### src/hdl/dns_query_to_answer_rewriter_defines.svh
// Assertion helpers used by the rewriter output stage.
`ifndef DNS_QUERY_TO_ANSWER_REWRITER_DEFINES_SVH
`define DNS_QUERY_TO_ANSWER_REWRITER_DEFINES_SVH

// Check that holds in the same cycle as its trigger.
`define DNSR_ASSERT_NOW(lbl, clk, rst_n, trig, cond) \
    lbl: assert property (@(posedge clk) disable iff (!rst_n) (trig) |-> (cond)) \
        else $error("%m: same-cycle check failed");

// Check that holds in the cycle after its trigger.
`define DNSR_ASSERT_NEXT(lbl, clk, rst_n, trig, cond) \
    lbl: assert property (@(posedge clk) disable iff (!rst_n) (trig) |=> (cond)) \
        else $error("%m: next-cycle check failed");

`endif

### src/hdl/dnsr_pkg.sv
`timescale 1ns / 1ps
`default_nettype none
package dnsr_pkg;

    localparam int MAX_MSG_BYTES = 512;
    localparam int OFS_W         = $clog2(MAX_MSG_BYTES + 1);

    localparam int BYTE_W        = 8;
    localparam int HASH_W        = 32;
    localparam int FLAGS_W       = 16;
    localparam int REC_BYTES     = 16;
    localparam int REC_IDX_W     = $clog2(REC_BYTES);

    localparam logic [15:0]       FLAGS_RESET = 16'h8180;
    localparam logic [BYTE_W-1:0] CHAR_DOT    = 8'h2E;

    // Header offsets that get rewritten, start of the question name, and offset cap
    localparam logic [OFS_W-1:0] OFS_FLAGS_HI = OFS_W'(2);
    localparam logic [OFS_W-1:0] OFS_FLAGS_LO = OFS_W'(3);
    localparam logic [OFS_W-1:0] OFS_ANCNT_HI = OFS_W'(6);
    localparam logic [OFS_W-1:0] OFS_ANCNT_LO = OFS_W'(7);
    localparam logic [OFS_W-1:0] OFS_NAME     = OFS_W'(12);
    localparam logic [OFS_W-1:0] OFS_MAX      = OFS_W'(MAX_MSG_BYTES);

    // APB map
    localparam int          APB_ADDR_W = 3;
    localparam logic        REG_FLAGS  = 1'b0;

    // Name walk phase, one-hot
    typedef enum logic [3:0] {
        PH_FIRST = 4'b0001,
        PH_LABEL = 4'b0010,
        PH_NEXT  = 4'b0100,
        PH_DONE  = 4'b1000
    } t_phase;

    // One response byte handed from the walker to the output stage
    typedef struct packed {
        logic [BYTE_W-1:0] data;
        logic              msg_end;
        logic [HASH_W-1:0] hash;
    } t_res;

    // h = c + 31*h, modulo 2^32
    function automatic logic [HASH_W-1:0] hash_in(input logic [HASH_W-1:0] h,
                                                   input logic [BYTE_W-1:0] c);
        hash_in = (h << 5) - h + {{(HASH_W-BYTE_W){1'b0}}, c};
    endfunction

    // Appended A record: C00C, type 1, class 1, TTL 300, rdlength 4, hash LSB first
    function automatic logic [BYTE_W-1:0] rec_byte(input logic [REC_IDX_W-1:0] idx,
                                                    input logic [HASH_W-1:0] h);
        case (idx)
            4'd0:    rec_byte = 8'hC0;
            4'd1:    rec_byte = 8'h0C;
            4'd3:    rec_byte = 8'h01;
            4'd5:    rec_byte = 8'h01;
            4'd8:    rec_byte = 8'h01;
            4'd9:    rec_byte = 8'h2C;
            4'd11:   rec_byte = 8'h04;
            4'd12:   rec_byte = h[7:0];
            4'd13:   rec_byte = h[15:8];
            4'd14:   rec_byte = h[23:16];
            4'd15:   rec_byte = h[31:24];
            default: rec_byte = 8'h00;
        endcase
    endfunction

endpackage
`default_nettype wire

### src/hdl/dnsr_walk.sv
`timescale 1ns / 1ps
`default_nettype none
module dnsr_walk
    import dnsr_pkg::*;
(
    input  wire logic               i_clk,
    input  wire logic               i_rst_n,
    input  wire logic               i_push,
    input  wire logic [BYTE_W-1:0]  i_byte,
    input  wire logic               i_last,
    input  wire logic [FLAGS_W-1:0] i_flags,
    output t_res                    o_res
);

    logic [OFS_W-1:0]  r_ofs,   n_ofs;
    t_phase            r_phase, n_phase;
    logic [BYTE_W-1:0] r_rem,   n_rem;
    logic [HASH_W-1:0] r_hash,  n_hash;
    logic [BYTE_W-1:0] w_ob;

    // Header rewrite
    always_comb begin
        w_ob = i_byte;
        if (r_ofs == OFS_FLAGS_HI) begin
            w_ob = i_flags[15:8];
        end else if (r_ofs == OFS_FLAGS_LO) begin
            w_ob = i_flags[7:0];
        end else if (r_ofs == OFS_ANCNT_HI) begin
            w_ob = 8'h00;
        end else if (r_ofs == OFS_ANCNT_LO) begin
            w_ob = 8'h01;
        end
    end

    // Question name walk
    always_comb begin
        n_phase = r_phase;
        n_rem   = r_rem;
        n_hash  = r_hash;
        if (r_ofs >= OFS_NAME) begin
            case (r_phase)
                PH_FIRST, PH_NEXT: begin
                    if (i_byte == '0) begin
                        n_phase = PH_DONE;
                    end else begin
                        if (r_phase == PH_NEXT) begin
                            n_hash = hash_in(r_hash, CHAR_DOT);
                        end
                        n_rem   = i_byte;
                        n_phase = PH_LABEL;
                    end
                end
                PH_LABEL: begin
                    n_hash = hash_in(r_hash, i_byte);
                    n_rem  = r_rem - 1'b1;
                    if (r_rem == BYTE_W'(1)) begin
                        n_phase = PH_NEXT;
                    end
                end
                default: begin
                end
            endcase
        end
        n_ofs = (r_ofs < OFS_MAX) ? r_ofs + 1'b1 : r_ofs;
    end

    assign o_res.data    = w_ob;
    assign o_res.msg_end = i_last;
    assign o_res.hash    = n_hash;

    always_ff @(posedge i_clk) begin
        if (!i_rst_n) begin
            r_ofs   <= '0;
            r_phase <= PH_FIRST;
            r_rem   <= '0;
            r_hash  <= '0;
        end else if (i_push) begin
            if (i_last) begin
                r_ofs   <= '0;
                r_phase <= PH_FIRST;
                r_rem   <= '0;
                r_hash  <= '0;
            end else begin
                r_ofs   <= n_ofs;
                r_phase <= n_phase;
                r_rem   <= n_rem;
                r_hash  <= n_hash;
            end
        end
    end

endmodule
`default_nettype wire

### src/hdl/dnsr_out.sv
`timescale 1ns / 1ps
`default_nettype none
`include "dns_query_to_answer_rewriter_defines.svh"
module dnsr_out
    import dnsr_pkg::*;
(
    input  wire logic              i_clk,
    input  wire logic              i_rst_n,
    input  wire logic              i_push,
    input  wire t_res              i_res,
    output logic                   o_push_ready,
    input  wire logic              i_tready,
    output logic                   o_tvalid,
    output logic [BYTE_W-1:0]      o_tdata,
    output logic                   o_tlast
);

    logic                 r_valid, n_valid;
    logic [BYTE_W-1:0]    r_data,  n_data;
    logic                 r_last,  n_last;
    logic                 r_busy,  n_busy;
    logic [REC_IDX_W-1:0] r_idx,   n_idx;
    logic [HASH_W-1:0]    r_hash,  n_hash;
    logic                 w_adv;

    // Result register frees up when empty or being taken
    assign w_adv        = !r_valid || i_tready;
    assign o_push_ready = w_adv && !r_busy;

    always_comb begin
        n_valid = r_valid;
        n_data  = r_data;
        n_last  = r_last;
        n_busy  = r_busy;
        n_idx   = r_idx;
        n_hash  = r_hash;
        if (w_adv) begin
            if (r_busy) begin
                n_valid = 1'b1;
                n_data  = rec_byte(r_idx, r_hash);
                n_last  = (r_idx == REC_IDX_W'(REC_BYTES - 1));
                n_idx   = r_idx + 1'b1;
                n_busy  = !n_last;
            end else if (i_push) begin
                n_valid = 1'b1;
                n_data  = i_res.data;
                n_last  = 1'b0;
                if (i_res.msg_end) begin
                    n_busy = 1'b1;
                    n_idx  = '0;
                    n_hash = i_res.hash;
                end
            end else begin
                n_valid = 1'b0;
            end
        end
    end

    always_ff @(posedge i_clk) begin
        if (!i_rst_n) begin
            r_valid <= 1'b0;
            r_busy  <= 1'b0;
            r_idx   <= '0;
        end else begin
            r_valid <= n_valid;
            r_busy  <= n_busy;
            r_idx   <= n_idx;
        end
    end

    always_ff @(posedge i_clk) begin
        r_data <= n_data;
        r_last <= n_last;
        r_hash <= n_hash;
    end

    assign o_tvalid = r_valid;
    assign o_tdata  = r_data;
    assign o_tlast  = r_last;

    `DNSR_ASSERT_NOW(a_no_req_during_rec, i_clk, i_rst_n, r_busy, !o_push_ready)
    `DNSR_ASSERT_NEXT(a_end_starts_rec, i_clk, i_rst_n, i_push && o_push_ready && i_res.msg_end, r_busy && (r_idx == '0))
    `DNSR_ASSERT_NOW(a_last_ends_rec, i_clk, i_rst_n, r_valid && r_last, !r_busy)
    `DNSR_ASSERT_NEXT(a_rec_advances, i_clk, i_rst_n, r_busy && w_adv && (r_idx != '1), r_busy && (r_idx == $past(r_idx) + 1'b1))

endmodule
`default_nettype wire

### src/hdl/dns_query_to_answer_rewriter.sv
// A query byte appears on the master side in the cycle after it is accepted.
// One query byte per cycle while the master side takes bytes; after the last byte
// the slave holds tready low while the 16-byte record leaves the result register.
// Reset (synchronous, active low): clear offset, name walk and hash, empty the
// output register, and load the flags register with 0x8180.
`timescale 1ns / 1ps
`default_nettype none
module dns_query_to_answer_rewriter
    import dnsr_pkg::*;
(
    input  wire logic                  i_clk,
    input  wire logic                  i_rst_n,
    // query stream
    input  wire logic                  s_axis_tvalid,
    output logic                       s_axis_tready,
    input  wire logic [7:0]            s_axis_tdata,   // [7:0] in_byte
    input  wire logic                  s_axis_tlast,
    // response stream
    output logic                       m_axis_tvalid,
    input  wire logic                  m_axis_tready,
    output logic [7:0]                 m_axis_tdata,   // [7:0] out_byte
    output logic                       m_axis_tlast,
    // configuration
    input  wire logic                  psel,
    input  wire logic                  penable,
    input  wire logic                  pwrite,
    input  wire logic [APB_ADDR_W-1:0] paddr,
    input  wire logic [31:0]           pwdata,
    output logic [31:0]                prdata,
    output logic                       pready
);

    // Flags register, written over header bytes two and three
    logic [FLAGS_W-1:0] r_flags;
    logic               w_sel_flags;
    logic               w_push;
    t_res               w_res;

    assign pready      = 1'b1;
    assign w_sel_flags = (paddr[APB_ADDR_W-1:2] == REG_FLAGS);
    assign prdata      = w_sel_flags ? {{(32-FLAGS_W){1'b0}}, r_flags} : '0;

    always_ff @(posedge i_clk) begin
        if (!i_rst_n) begin
            r_flags <= FLAGS_RESET;
        end else if (psel && penable && pwrite && pready && w_sel_flags) begin
            r_flags <= pwdata[FLAGS_W-1:0];
        end
    end

    // Accept a request only when the result register can take its byte and no record is streaming
    assign w_push = s_axis_tvalid && s_axis_tready;

    // Header rewrite and name hash, updated on each accepted byte
    dnsr_walk u_walk (
        .i_clk   (i_clk),
        .i_rst_n (i_rst_n),
        .i_push  (w_push),
        .i_byte  (s_axis_tdata),
        .i_last  (s_axis_tlast),
        .i_flags (r_flags),
        .o_res   (w_res)
    );

    // Result register plus the 16-byte answer sequencer
    dnsr_out u_out (
        .i_clk        (i_clk),
        .i_rst_n      (i_rst_n),
        .i_push       (w_push),
        .i_res        (w_res),
        .o_push_ready (s_axis_tready),
        .i_tready     (m_axis_tready),
        .o_tvalid     (m_axis_tvalid),
        .o_tdata      (m_axis_tdata),
        .o_tlast      (m_axis_tlast)
    );

endmodule
`default_nettype wire

### config.mk
export PLATFORM = sky130hd
export DESIGN_NAME = dns_query_to_answer_rewriter
export DESIGN_NICKNAME = d
export VERILOG_FILES = /design/src/hdl/dnsr_pkg.sv /design/src/hdl/dnsr_walk.sv /design/src/hdl/dnsr_out.sv /design/src/hdl/dns_query_to_answer_rewriter.sv
export VERILOG_INCLUDE_DIRS = /design/src /design/src/hdl
export SDC_FILE = /design/constraint.sdc
export NUM_CORES = 1
export LEC_CHECK = 0
export BUFFER_PORTS_ARGS = -buffer_cell sky130_fd_sc_hd__buf_4
export CAP_MARGIN = 20
export CORE_MARGIN = 4
export CORE_UTILIZATION = 25
export CTS_CLUSTER_DIAMETER = 200
export DETAILED_ROUTE_END_ITERATION = 10
export PLACE_DENSITY = 0.47
export SYNTH_ARGS = -nofsm -noshare
export SYNTH_HDL_FRONTEND = slang
export SYNTH_SLANG_ARGS = --single-unit
### constraint.sdc
create_clock -name i_clk -period 4.4 [get_ports i_clk]
set_input_delay 0.22 -clock i_clk [delete_from_list [all_inputs] [get_ports i_clk]]
set_output_delay 0.22 -clock i_clk [all_outputs]
set_load 0.1 [all_outputs]
## Word level (Yosys, flattened, before mapping)

Cells that the tools add are included.

- Logic and storage cells: 99
- Latch bits: 0
- Bits in read-only memories: 0
- Output and inout port bits: 44
- Memories: 0
- Register bits: 117
- Bits in writable memories: 0
- Input port bits: 51

- $add $sub $neg: 6
- Divide/modulo/power cells: 0
- Bitwise logic cells: 2
- Order comparisons: 2
- Mux-type cells: 34
- Multipliers: 0
- Shift-type cells: 0
- Eq/ne operators: 20
- Reduce and logical (&&, ||, !) cells: 24

Operator list:

| operator | number |
|---|---|
| two-way mux 32 bit | 4 |
| two-way mux 8 bit | 9 |
| case mux 8 bit (9 select lines) | 1 |
| case mux 32 bit (2 select lines) | 1 |
| adder 32 x 6 -> 32 bit (second input constant) | 1 |
| adder 32 x 8 -> 32 bit | 1 |
| subtractor 32 bit | 1 |
| == test 4 bit (second input constant) | 7 |
| two-way mux 4 bit | 7 |
| == test 10 x 2 -> 1 bit (second input constant) | 2 |
| == test 10 x 3 -> 1 bit (second input constant) | 2 |
| two-way mux 10 bit | 2 |
| two-way mux 16 bit | 1 |
| case mux 8 bit (2 select lines) | 1 |
| AND reduction 4 bit | 3 |
| adder 10 x 1 -> 10 bit (second input constant) | 1 |
| greater-or-equal comparator 10 x 4 -> 1 bit (second input constant) | 1 |
| less-than comparator 10 bit (second input constant) | 1 |
| == test 4 x 1 -> 1 bit (second input constant) | 2 |
| == test 4 x 2 -> 1 bit (second input constant) | 2 |
| == test 4 x 3 -> 1 bit (second input constant) | 2 |
| == test 8 x 1 -> 1 bit (second input constant) | 1 |
| logical NOT 8 bit | 1 |
| case mux 4 bit (2 select lines) | 1 |
| 16 further kinds | 33 |

## Logic depth before layout (Yosys ltp)

- Word-level depth: 7
- Depth in mapped cells: 18
- Mapped depth without buffers: 17

## By module

From an unflattened synthesis, not the netlist that was laid out.

- Cell total of the unflattened synthesis: 1168
- Area, all modules: 9471.6 µm²

By module, submodules not included:

| module | times used | area an instance (µm²) | sequential area each (µm²) | cells each |
|---|---|---|---|---|
| dnsr_walk | 1 | 6588.8 | 1081.0 | 917 |
| dnsr_out | 1 | 1954.4 | 1351.3 | 144 |
| dns_query_to_answer_rewriter | 1 | 928.4 | 320.3 | 107 |

## Worst setup path after synthesis

No wires, ideal clock.

- Path kind: register to register
- Start point: register u_out.r_valid, in the netlist u_out.o_tvalid
- End point: register u_out.r_hash[0] (enable)
- Stages on the path, launching flop included: 7
- Buffers on the path: 1
- Data required time: 4.013 ns
- Clock period less this slack: 3.975 ns
- Library setup time: 0.387 ns
- Arrival: 3.589 ns
- Setup slack: 0.425 ns
- Cell sequence: dfxtp_1 -> nor2b_1 -> nor2_1 -> and2_1 -> clkbuf_1 -> nand2_1 -> inv_1

- Word-level cells in the longest chain between the ends: 5

Ends and longest elaborated chain:

| element | RTL line | source |
|---|---|---|
| start, declared | dnsr_out.sv:18 | `logic r_valid, n_valid;` |
| start signal, assigned | dnsr_out.sv:65 | `r_valid <= n_valid;` |
| logical NOT 1 bit | dnsr_out.sv:27 | `assign w_adv = !r_valid \|\| i_tready;` |
| logical OR 1 bit | dnsr_out.sv:27 |  |
| logical AND 1 bit | dnsr_out.sv:28 | `assign o_push_ready = w_adv && !r_busy;` |
| net s_axis_tready | dns_query_to_answer_rewriter.sv:15 | `output logic s_axis_tready,` |
| logical AND 1 bit | dns_query_to_answer_rewriter.sv:52 | `assign w_push = s_axis_tvalid && s_axis_tready;` |
| AND reduction 4 bit (no source line) | - |  |
| end signal, assigned | dnsr_out.sv:74 | `r_hash <= n_hash;` |
| end, declared | dnsr_out.sv:23 | `logic [HASH_W-1:0] r_hash, n_hash;` |

The timed path passes the listed nets, and every way through them passes these cells.
A chain may end at the register's enable or synchronous reset.

==> summary.md <==
| Metric | Value |
|---|---|
| Worst vdd ir | 0.198 mV |
| Clk root buf | clkbuf_16 |
| Design Power | 2.96 mW |
| CTS Buffer Depth | 2 |
| Worst-path cell chain | inv_1 -> ha_1 -> nor2b_2 -> buf_4 -> a32o_2 -> o21ai_2 -> a31oi_1 -> o31ai_1 -> o21ai_1 -> nor4_2 -> nand2_1 -> xor2_1 -> a221oi_2 -> o22ai_1 |
| Worst Path Required | roughly 4.5 ns |
| Pwr/cell area | 260 mW/mm^2 |
| H-tree levels | 4 |
| Share of power burned in registers | 39.5% |
| Async SR Flop Fraction | 0% |
| Vias per Instance | 5.12 |
| Number of CTS-inserted buffers | 17 |
| Unrepaired setup endpoints after global routing | no |
| Clock-pin slew on the worst setup and hold paths | about 0.060 ns |
| Fin area | 0.0114 mm^2 |
| Drt first-iter violations | between 700 and 800 |
| Fin crit period | about 4.2 ns |
| Die ar. | 0.0415 mm^2 |
| GP Congestion | 0.877 |
| Initial antenna violation count | 0 |
| Cell count after synthesis | 1177 |
| Pin count of the biggest net entering global routing | 69 |
| Setup TNS | 0 ns |
| Via count | roughly 9100 |
| Yosys warning total | 0 |
| Grt ovf | 0 |
| Cell area after synthesis | 0.00956 mm^2 |
| CTS Sinks | 117 |
| Crit Path Max Fanout | 5 |
| Clock latency on the worst-skew pair | 0.42 ns |
| Startpoint Class | flip-flop |
| 1st-pass router iterations | 5 |
| Vias in the first global route | a little under 9000 |
| Critical Path Sink Type | flip-flop |
| Row count | 71 |
| Buf/Inv on CP | 2 |
| Fill count | 4115 |
| Clock power frac | 47.5% |
| Number of diodes | 0 |
| Synth Flop Type | dfxtp_1 |
| Final cycle utilization of the critical path | 94.5% |
| Post-DP HPWL | 25000 um |
| Fin Clk Skew | roughly 0.011 ns |
| Share of the yosys chip area belonging to registers | between 20 and 30% |
| Layout area overhead | 19.0% |
| Port bufs | 59 |
| Die W | a little over 200 um |
| Cell family with most CP delay | compound AO/OA/AOI/OAI gates |
| Max-Slew Margin vs Limit | 46.9% |
| Slew @ Worst Pin | 0.791 ns |
| WP data arrival | 4.30 ns |
| Die height | a little over 200 um |
| Core ar. | around 0.038 mm^2 |
| DRT antenna net count | 0 |
| Yosys reg bits | 117 |
| Comb power frac | between 10% and 20% |
| Reg2Reg Depth | 14 |
| Fraction of layout cells with a size suffix above 1 | 15.5% |
| Worst hold path depth | 3 |
| Max-slew violations | 0 |
| Fmax | 241 MHz |
| Final-report hold violation count | 0 |
| CP max stage cell | nor4_2 |
| DR DRC count | 0 |
| Final nets | 1344 |
| Drt total wl | 32300 um |
| Outcome | completed |
| P_leak | 4.42 nW |
| Initial Utilization | 25.4% |
| Mean Syn Cell Area | 8.13 um^2 |
| Max Cap Violations | 0 |
| Worst path max stage delay | around 0.55 ns |
| P_int | 2.16 mW |
| Switching Power | about 800 uW |
| First-pass GRT wire length | just over 50000 um |
| Worst hold path class | in2reg |
| Library cells used by synthesis | 106 |
| Total track usage | 15.4% |
| Avg WL per Cell | 18.2 um |
| Switching share of total power | 27.1% |
| EDFF count, synth | 41 |
| CP Depth | 14 |
| CTS tree | yes |
| Kind of critical path | reg2reg |
| I/O pin count | 95 |
| Area after DPL | 0.0107 mm^2 |
| Final setup vio count | 0 |
==> path summary, 6_finish.rpt <==
path                                 start                         end  slack [ns]
min reg2reg        r_flags[4]$_SDFFE_PN0P_     r_flags[4]$_SDFFE_PN0P_        0.49
min                             pwdata[15]    r_flags[15]$_SDFFE_PN1P_        0.02
max reg2reg  u_walk.r_hash[1]$_SDFFE_PN0P_  u_out.r_hash[26]$_DFFE_PP_        0.24
max          u_walk.r_hash[1]$_SDFFE_PN0P_  u_out.r_hash[26]$_DFFE_PP_        0.24
==> tightest hold or removal path, stage by stage <==
cell and delay (ns):
buf_4 0.08, nand2_1 0.04, nand3_1 0.07
==> sequential cells by signal, summed over array words and instances, names as in the netlist <==
register and count:
u_out.r_idx 4, u_walk.r_hash 32, u_out.r_hash 32, u_walk.r_phase 4, u_out.o_tlast 1, r_flags 16, u_out.r_busy 1, u_walk.r_ofs 10
u_out.o_tdata 8, u_walk.r_rem 8, u_out.o_tvalid 1
==> per-stage QoR <==
stage | util (%) | instances | setup slack, ns | hold WS, ns
floorplan | - | 1192 | 0.425 | 0.344
CTS | 30.0 | 1768 | 0.107 | 0.00296
global route | 30.2 | 1771 | 0.00490 | 0.0329
global placement | 28.4 | 1734 | 0.203 | 0.431
finish | 30.2 | 1771 | 0.243 | 0.0225
detailed placement | 28.4 | 1734 | 0.127 | 0.441
==> cells in the mapped netlist, drive strengths merged (23+ instances only) <==
| master | number | area (um^2) |
|---|---|---|
| nand2 | 126 | 478 |
| nand4 | 23 | 156 |
| ha | 45 | 563 |
| edfxtp | 41 | 1230 |
| o21ai | 78 | 394 |
| dfxtp | 76 | 1520 |
| a22oi | 28 | 215 |
| clkbuf | 52 | 196 |
| nor2 | 89 | 334 |
| nor3 | 24 | 141 |
| and2 | 26 | 163 |
| xnor2 | 45 | 443 |
| buf | 25 | 179 |
| a21oi | 87 | 450 |
| inv | 57 | 214 |
| nor2b | 44 | 275 |
| nand3 | 31 | 160 |
==> kinds of logic after synthesis <==
| kind of cell | share of synthesized area (%) |
|---|---|
| other | 0.0785 |
| flip-flops | 28.8 |
| adder cells (fa/ha/maj) | 6.10 |
| XOR/XNOR | 6.91 |
| buffers and inverters | 6.16 |
| AND/OR/NAND/NOR | 24.1 |
| AO/OA/AOI/OAI | 27.3 |
| multiplexers | 0.523 |
==> per-layer routing <==
| metal | wire (um) | global-route usage (%) | vias to the layer above |
|---|---|---|---|
| met5 | 0 | 0 | - |
| met4 | 498 | 4.02 | 0 |
| met3 | 1470 | 2.58 | 32 |
| met2 | 14800 | 24.8 | 220 |
| met1 | 15500 | 21.5 | 4362 |
| li1 | - | - | 4461 |
==> layout by cell type (no fill, tap or decap), types with 7 or more instances in the layout <==
cell	instances
a21o_1	11
a21boi_0	20
o22ai_1	12
and3_1	8
xor2_1	18
buf_4	111
nor3_1	21
a211oi_1	7
ha_1	45
or3_1	9
clkbuf_16	17
nor2_1	89
xnor2_1	39
nor2b_1	43
nor4_1	12
dfxtp_1	75
and2_1	25
nand2_1	124
edfxtp_1	41
a221o_1	8
a22oi_1	27
o21ai_1	8
conb_1	17
a21oi_1	84
inv_1	57
nand3_1	30
a31oi_1	13
o21ai_0	69
nand4_1	21
o21a_1	7
a22o_1	13
==> final cells by class <==
cell class                      instances  area [um^2]  share of cell area [%]
Multi-Input combinational cell        941         6320                    55.6
Timing Repair Buffer                  113          853                    7.50
Clock inverter                          9          128                    1.12
Clock buffer                           23          468                    4.11
Tap cell                              511          639                    5.62
Sequential cell                       117         2750                    24.2
Inverter                               57          214                    1.88
==> power groups by stage <==
stage | Combinational, mW | Sequential, mW | Clock (mW)
after floorplan | 0.222 | 1.25 | 0
after global placement | 0.382 | 1.19 | 0
after detailed placement | 0.382 | 1.19 | 0
after CTS | 0.385 | 1.17 | 1.44
after global routing | 0.407 | 1.17 | 1.49
final | 0.383 | 1.17 | 1.41
==> repair_timing <==
action / 4_1_cts / 5_1_grt
hold buffers: 2 / 0
endpoints found under the hold margin: 2 / 0
buffers inserted: 0 / 3
gates resized for setup: 0 / 9
setup endpoints to repair: 0 / 13
No activity file was read; power rests on OpenSTA's default activity.
